**src/design/tsps_pkg.sv**
```systemverilog
// Package with the constants and types of the transport stream sync filter.
`timescale 1ns / 1ps

package tsps_pkg;

  // Packet geometry.
  localparam int unsigned PktLen = 188;
  localparam int unsigned WinLen = 2 * PktLen;
  localparam int unsigned FillW  = $clog2(WinLen + 1);
  localparam int unsigned LeftW  = 8;

  // Stream byte values.
  localparam logic [7:0]  SyncByte = 8'h47;
  localparam logic [12:0] NullPid  = 13'h1FFF;
  localparam logic [4:0]  PidHiMask = 5'h1F;

  // One result byte with its packet marks.
  typedef struct packed {
    logic       last;
    logic       first;
    logic [7:0] data;
  } tsps_out_t;

endpackage

```
**src/design/tsps_cell.sv**
```systemverilog
// One byte stage of the packet window shift chain.
`timescale 1ns / 1ps

module tsps_cell import tsps_pkg::*; (
  input  logic       clk_i,
  input  logic       shift_i,
  input  logic [7:0] data_i,
  output logic [7:0] data_o
);

  logic [7:0] data_q;

  // The stage takes its neighbor's byte whenever the chain advances.
  always_ff @(posedge clk_i) begin
    if (shift_i) begin
      data_q <= data_i;
    end
  end

  assign data_o = data_q;

endmodule

```
**src/design/tsps_skid.sv**
```systemverilog
// Two-entry output buffer that decouples the window from the output stall.
`timescale 1ns / 1ps

module tsps_skid import tsps_pkg::*; (
  input  logic      clk_i,
  input  logic      rst_ni,
  input  logic      push_i,
  input  tsps_out_t push_data_i,
  output logic      space_o,
  output logic      valid_o,
  output tsps_out_t data_o,
  input  logic      ready_i
);

  logic      main_valid_q;
  logic      skid_valid_q;
  tsps_out_t main_q;
  tsps_out_t skid_q;
  logic      pop;

  assign pop = main_valid_q && ready_i;

  // Valid flags of both entries.
  always_ff @(posedge clk_i or negedge rst_ni) begin
    if (!rst_ni) begin
      main_valid_q <= 1'b0;
      skid_valid_q <= 1'b0;
    end else if (pop) begin
      main_valid_q <= skid_valid_q || push_i;
      skid_valid_q <= 1'b0;
    end else if (!main_valid_q) begin
      main_valid_q <= push_i;
    end else if (push_i) begin
      skid_valid_q <= 1'b1;
    end
  end

  // Payload of both entries; the skid entry refills the main one first.
  always_ff @(posedge clk_i) begin
    if (pop) begin
      main_q <= skid_valid_q ? skid_q : push_data_i;
    end else if (!main_valid_q) begin
      main_q <= push_data_i;
    end else if (push_i) begin
      skid_q <= push_data_i;
    end
  end

  assign space_o = !skid_valid_q;
  assign valid_o = main_valid_q;
  assign data_o  = main_q;

endmodule

```
**src/design/ts_packet_sync_null_filter.sv**
```systemverilog
// Top level: transport stream packet sync and null packet filter.
//
//   Channel  Dir  tdata (low bit up)  tuser      tlast
//   s_axis   in   in_byte[7:0]        -          -
//   m_axis   out  out_byte[7:0]       pkt_first  pkt_last
//
// One byte is taken per clock while s_axis_tready_o is high; each byte moves the
// 376-stage shift chain by one stage and pushes any result into the output buffer.
// The first 376 bytes after reset only fill the chain and give no result.
// Reset clears the fill count and the packet state; window bytes need none.
// A stalled output fills the two-entry output buffer; s_axis_tready_o drops
// only while its second entry is occupied.
`timescale 1ns / 1ps

module ts_packet_sync_null_filter import tsps_pkg::*; (
  input  logic       clk_i,
  input  logic       rst_ni,
  input  logic       s_axis_tvalid_i,
  output logic       s_axis_tready_o,
  input  logic [7:0] s_axis_tdata_i,   // [7:0] in_byte
  output logic       m_axis_tvalid_o,
  input  logic       m_axis_tready_i,
  output logic [7:0] m_axis_tdata_o,   // [7:0] out_byte
  output logic       m_axis_tuser_o,   // [0] pkt_first
  output logic       m_axis_tlast_o    // pkt_last
);

  logic [7:0]       win_tap [WinLen];
  logic             accept;
  logic             full;
  logic [FillW-1:0] fill_q, fill_d;
  logic             in_pkt_q, in_pkt_d;
  logic             drop_q, drop_d;
  logic [LeftW-1:0] left_q, left_d;
  logic [7:0]       oldest;
  logic             sync_ok;
  logic             is_null;
  logic             emit;
  logic             first;
  logic             last;
  tsps_out_t        res;
  tsps_out_t        out_data;

  assign accept = s_axis_tvalid_i && s_axis_tready_o;

  // Shift chain holding two packets; the last stage holds the oldest byte.
  for (genvar k = 0; k < WinLen; k++) begin : g_win
    if (k == 0) begin : g_head
      tsps_cell u_cell (
        .clk_i   (clk_i),
        .shift_i (accept),
        .data_i  (s_axis_tdata_i),
        .data_o  (win_tap[k])
      );
    end else begin : g_body
      tsps_cell u_cell (
        .clk_i   (clk_i),
        .shift_i (accept),
        .data_i  (win_tap[k-1]),
        .data_o  (win_tap[k])
      );
    end
  end

  // Sync test on the oldest byte and the one a packet later, PID check.
  assign full    = (fill_q == FillW'(WinLen));
  assign oldest  = win_tap[WinLen-1];
  assign sync_ok = (oldest == SyncByte) && (win_tap[WinLen-1-PktLen] == SyncByte);
  assign is_null = ({win_tap[WinLen-2][4:0] & PidHiMask, win_tap[WinLen-3]} == NullPid);

  // Packet state: fill, hunt, lock and count down.
  always_comb begin
    fill_d   = fill_q;
    in_pkt_d = in_pkt_q;
    drop_d   = drop_q;
    left_d   = left_q;
    emit     = 1'b0;
    first    = 1'b0;
    last     = 1'b0;
    if (accept) begin
      if (!full) begin
        fill_d = fill_q + FillW'(1);
      end else if (in_pkt_q) begin
        emit   = !drop_q;
        left_d = left_q - LeftW'(1);
        if (left_d == '0) begin
          last     = 1'b1;
          in_pkt_d = 1'b0;
        end
      end else if (sync_ok) begin
        drop_d   = is_null;
        in_pkt_d = 1'b1;
        left_d   = LeftW'(PktLen - 1);
        first    = 1'b1;
        emit     = !is_null;
      end
    end
  end

  always_ff @(posedge clk_i or negedge rst_ni) begin
    if (!rst_ni) begin
      fill_q   <= '0;
      in_pkt_q <= 1'b0;
      drop_q   <= 1'b0;
      left_q   <= '0;
    end else begin
      fill_q   <= fill_d;
      in_pkt_q <= in_pkt_d;
      drop_q   <= drop_d;
      left_q   <= left_d;
    end
  end

  // Result transaction into the output buffer.
  assign res.data  = oldest;
  assign res.first = first;
  assign res.last  = last;

  tsps_skid u_skid (
    .clk_i       (clk_i),
    .rst_ni      (rst_ni),
    .push_i      (emit),
    .push_data_i (res),
    .space_o     (s_axis_tready_o),
    .valid_o     (m_axis_tvalid_o),
    .data_o      (out_data),
    .ready_i     (m_axis_tready_i)
  );

  assign m_axis_tdata_o = out_data.data;
  assign m_axis_tuser_o = out_data.first;
  assign m_axis_tlast_o = out_data.last;

endmodule

```
**config.mk**
```make
export PLATFORM = sky130hd
export DESIGN_NAME = ts_packet_sync_null_filter
export DESIGN_NICKNAME = d
export VERILOG_FILES = /design/src/design/tsps_pkg.sv /design/src/design/tsps_cell.sv /design/src/design/tsps_skid.sv /design/src/design/ts_packet_sync_null_filter.sv
export SDC_FILE = /design/constraint.sdc
export NUM_CORES = 2
export LEC_CHECK = 0
export ABC_AREA = 1
export BUFFER_PORTS_ARGS = -buffer_cell sky130_fd_sc_hd__buf_2
export CORE_UTILIZATION = 47
export DETAILED_ROUTE_END_ITERATION = 8
export SLEW_MARGIN = 10
export SYNTH_ARGS = -nofsm -noshare
export SYNTH_HDL_FRONTEND = slang
export SYNTH_SLANG_ARGS = --single-unit
export TNS_END_PERCENT = 20
```
**constraint.sdc**
```tcl
create_clock -name clk_i -period 99.7 [get_ports clk_i]
set_input_delay 19.94 -clock clk_i [delete_from_list [all_inputs] [get_ports clk_i]]
set_output_delay 19.94 -clock clk_i [all_outputs]
set_load 0.05 [all_outputs]
```
* Word level (Yosys, flattened, before mapping) *
Index checks and enable logic that the tools add are counted.

word-level totals
  bits of input ports = 12
  logic and storage cells = 439
  register bits = 3049
  output and inout bits = 12

cells by class
  multiplexer cells = 24
  add/subtract/negate cells = 2
  bitwise logic cells = 3
  equality and inequality tests = 5
  reductions and logical operators = 17

operator list
  kind                    number
  $mux W10                3
  $mux W1                 19
  $eq A8 B7 Y1 const B    2
  $mux W8                 2
  $eq A13 B13 Y1 const B  1
  $add A9 B1 Y9 const B   1
  $eq A9 B9 Y1 const B    1
  $logic_not A8 Y1        1
  $sub A8 B1 Y8 const B   1
  $reduce_and A2 Y1       3
  $reduce_and A3 Y1       2
  $reduce_bool A2 Y1      3
  $reduce_and A4 Y1       1
  $logic_and A1 B1 Y1     3
  $logic_not A1 Y1        3
  $not A1 Y1              3
  $ne A2 B2 Y1 const B    1
  $logic_or A1 B1 Y1      1

* Longest topological paths before layout *
  depth in word-level cells = 9
  mapped depth = 11
  mapped depth without buffers = 11

* Hierarchy *
From an unflattened synthesis, not the netlist that was laid out.

second synthesis, totals
  cell total of the unflattened synthesis = 3269
  area total of the unflattened synthesis = 92498.7 sq um

modules (own cells, without submodules)
  module                      cells each  area each (sq um)  instances  seq. area each (sq um)
  tsps_cell                   8           240.2              376        240.2
  ts_packet_sync_null_filter  194         1307.5             1          475.5
  tsps_skid                   67          864.6              1          650.6

* Least setup slack after synthesis *
Ideal clock, no wire load.

  path kind = input-to-reg
  start point = in s_axis_tvalid_i
  end point = reg left_q[4]
  path buffers = 0
  required time = 99.573 ns
  arrival time = 101.469 ns
  setup slack = -1.896 ns
  stages on the path = 7
  setup time = 0.127 ns
  path through = inv_1 -> nor2_2 -> nand3_4 -> a21oi_2 -> inv_2 -> nand2_1 -> o21ai_1

between the ends
  cells in the longest elaborated chain, start to end = 2

ends and longest elaborated chain
  what                         line                               text
  start, declared              ts_packet_sync_null_filter.sv:18   input logic s_axis_tvalid_i,
  $logic_and A1 B1 Y1          ts_packet_sync_null_filter.sv:44   assign accept = s_axis_tvalid_i && s_axis_tready_o;
  net accept                   ts_packet_sync_null_filter.sv:29   logic accept;
  $reduce_and A3 Y1 (no line)  --
  end signal, assigned         ts_packet_sync_null_filter.sv:110  left_q <= left_d;
  end, declared                ts_packet_sync_null_filter.sv:34   logic [LeftW-1:0] left_q, left_d;

The timed path passes the listed nets, and every way through them passes these cells.
A chain may end at the register's enable or synchronous reset.

* Worst setup path in the final report *
  start point = in s_axis_tvalid_i
  end point = reg g_win[31].g_body.u_cell.data_q[7] (enable)

between the ends
  cells in the longest elaborated chain, start to end = 1

ends and longest elaborated chain
  what                  line                              text
  $logic_and A1 B1 Y1   ts_packet_sync_null_filter.sv:44
  net accept            ts_packet_sync_null_filter.sv:29
  end signal, assigned  tsps_cell.sv:16                   data_q <= data_i;
  end, declared         tsps_cell.sv:11                   logic [7:0] data_q;

The timed path passes the listed nets, and every way through them passes these cells.

==> reports/results.ini <==
[setup_path]
cpMostUsedCell = buf_4
arrival_ns = 25.02
critPathMaxFanout = 209
cp_cell_sequence = buf_2 -> inv_1 -> nor2_4 -> buf_12 -> buf_4 -> buf_4 -> buf_4 -> buf_4 -> buf_12
crit_type = primary input to flip-flop
startpoint_type = primary input
slowest_delay_ns = 0.86
cp.required_ns = 100.18
end_kind = flip-flop
crit_slowest_cell = buf_4
crit_start = s_axis_tvalid_i
worstReg2RegStart = u_skid.skid_valid_q$_DFFE_PN0P_

[global_route]
track_usage_pct = 10.5
grt_max_degree = 210
grt_pass1_wl_mm = 167
grt_pass1_vias = 29500
antenna_found_initial = 1
grt-ovfl-total = 0

[detailed_routing]
wl_mm = 103
vias = 30300
via_per_inst = 4.68
firstDrtPassIters = 8
drtIter0Drc = 2744
post-route-drc-count = 0
ant_nets = 0
routedWlPerCell_um = 16.0

[timing]
setup_slack_ns = 75.17
tightestPinTransition_ns = 1.14
setup_viol = 0
period_share_pct = 24.6
relSlewSlack_pct = 24.2
grt_setup_unrepaired = no
fmaxAchievable_mhz = 40.8
drv_slew = 0
period_needed_ns = 24.53
setup_tns_ns = 0
finalHoldViolations = 0
skew_ns = 0.0547

[finish]
diodes = 0
drive_gt1_share_pct = 12.0
finalNetCount = 3653
synthToLayoutAreaGrowth_pct = 14.3
multi_input_area_um2 = 891
regArea_um2 = 91500
fill_cells = 14300

[synthesis]
syn_avg_cell_area_um2 = 28.3
synth_warnings = 0
synth_cells = 3271
yosysUniqueCellTypes = 28
synth-seq-cells = 3049
netlist_area_um2 = 92500
ys_seq_area_share_pct = 98.9
syn-num-nets = 3287

[die]
core_area_um2 = 195000
num_io_pins = 24
die_area_um2 = 199000
core.rowCount = 162
floorplan.initialDensity_pct = 47.4
die_w_um = 446
die-height_um = 446

[clock_tree]
path_clk_slew_ns = 0.06
htreeDepth = 5
tritoncts = built
cts.sinks = 3049
post_cts_buffers = 0
cts-hold-fix-buffers = 0
post_cts_resized = 0
clock_path_buffers = 4
ctsRootBufferMaster = clkbuf_16
numCtsBuffers = 314
insertion_delay_ns = 0.90

[run_status]
status = finished, final reports clean

[pwr]
powerDensity_nw_per_um2 = 23.4
power.leakage_nw = 33.0
vdd_drop_max_uv = 14.4

[flow_run]
cap_viol_max_count = 0

[min_path]
hp-start = g_win[213].g_body.u_cell.data_o[4]$_DFFE_PP_
min_path_type = flip-flop to flip-flop

[place]
dpl_worst_slack_ns = 74.14
hpwl_mm = 41.3
io_buffer_count = 23
place.gp.congestion = 0.698

==> where the power goes <==
group,switching [mW],leakage [nW],internal (mW),total [mW]
Sequential,0,27.5,1.39,1.39
Clock,0.442,4.64,0.643,1.08
Combinational,0.000249,0.876,0.000156,0.000406
Total,0.442,33.0,2.03,2.47
==> cell type report <==
type | count | share of cell area (%)
Multi-Input combinational cell | 177 | 0.842
Timing Repair Buffer | 51 | 0.402
Clock inverter | 142 | 1.15
Clock buffer | 388 | 7.87
Tap cell | 2624 | 3.10
Inverter | 44 | 0.156
Sequential cell | 3049 | 86.5
==> layer usage <==
layer	GRT usage [%]	vias up	wire length, um
met5	0	-	0
met4	4.33	0	2760
met3	2.98	231	5050
met2	12.3	499	40200
met1	17.9	15600	55400
li1	-	13900	-
==> flip-flops by register name, summed over array words and instances (netlist names), 8 cells and up <==
register	count
g_win.g_body.u_cell.data_o	3000
u_skid.data_o	10
fill_q	9
left_q	8
u_skid.skid_q	10
g_win.g_head.u_cell.data_o	8
==> worst max-delay path: cells and delay by family <==
| kind | cells | cell delay [ns] |
|---|---|---|
| buffers and inverters | 8 | 4.48 |
| AND/OR/NAND/NOR | 1 | 0.10 |
==> logic make-up (layout without fill, tap and decap cells) <==
kind of cell | Yosys count | after routing | synth area share [%]
flip-flops | 3049 | 3049 | 98.9
AND/OR/NAND/NOR | 142 | 142 | 0.690
buffers and inverters | 45 | 625 | 0.184
AO/OA/AOI/OAI | 22 | 22 | 0.128
XOR/XNOR | 9 | 9 | 0.0852
adder cells (fa/ha/maj) | 4 | 4 | 0.0541
==> stage by stage <==
stage	cell area, um2	hold slack [ns]	power [mW]	cells	utilization [%]
floorplan	92500	0.400	1.41	3271	-
global placement	96200	0.401	1.41	5945	49.3
detailed placement	96200	0.405	1.41	5945	49.3
CTS	106000	0.371	2.52	6475	54.2
global route	106000	0.389	2.56	6475	54.2
finish	106000	0.370	2.47	6475	54.2
==> cells in the final DEF, fill, tap and decap left out, types with 4 or more instances in the layout <==
cell type and count:
nand2_1 77, o21ai_0 11, clkbuf_1 65, xor2_1 7, buf_12 8, clkbuf_16 323
ha_1 4, a21oi_1 4, clkinv_1 69, edfxtp_1 3028, clkinv_2 37, nor2_2 4
buf_2 23, inv_1 41, buf_4 20, dfrtp_1 21, clkinvlp_4 9, nand3_1 13
nor2_1 31, bufinv_16 21
==> cells in the mapped netlist (all sizes together) <==
master | number | share of area, %
xor2 | 7 | 0.066
inv | 44 | 0.18
a21boi | 1 | 0.0081
buf | 1 | 0.0054
a21oi | 5 | 0.031
nand2 | 80 | 0.34
edfxtp | 3028 | 98
xnor2 | 2 | 0.019
o22ai | 2 | 0.014
and2 | 1 | 0.0068
nand3 | 14 | 0.089
nand4 | 3 | 0.020
nand3b | 3 | 0.024
o21ai | 14 | 0.076
nor2 | 37 | 0.17
dfrtp | 21 | 0.57
ha | 4 | 0.054
nor3 | 4 | 0.039
==> worst paths after layout <==
kind / slack [ns] / end / cells after the start
worst min-delay path: 0.37 / g_win[214].g_body.u_cell.data_o[4]$_DFFE_PP_ / 0
max in group asynchronous: 80.33 / left_q[3]$_DFFE_PN0P_ / 1
worst max register to register: 93.89 / g_win[31].g_body.u_cell.data_o[7]$_DFFE_PP_ / 7
worst max-delay path: 75.17 / g_win[31].g_body.u_cell.data_o[7]$_DFFE_PP_ / 9
min in group asynchronous: 19.02 / fill_q[4]$_DFFE_PN0P_ / 1
worst min register to register: 0.37 / g_win[214].g_body.u_cell.data_o[4]$_DFFE_PP_ / 0
Power figures use the tool's default switching activity.
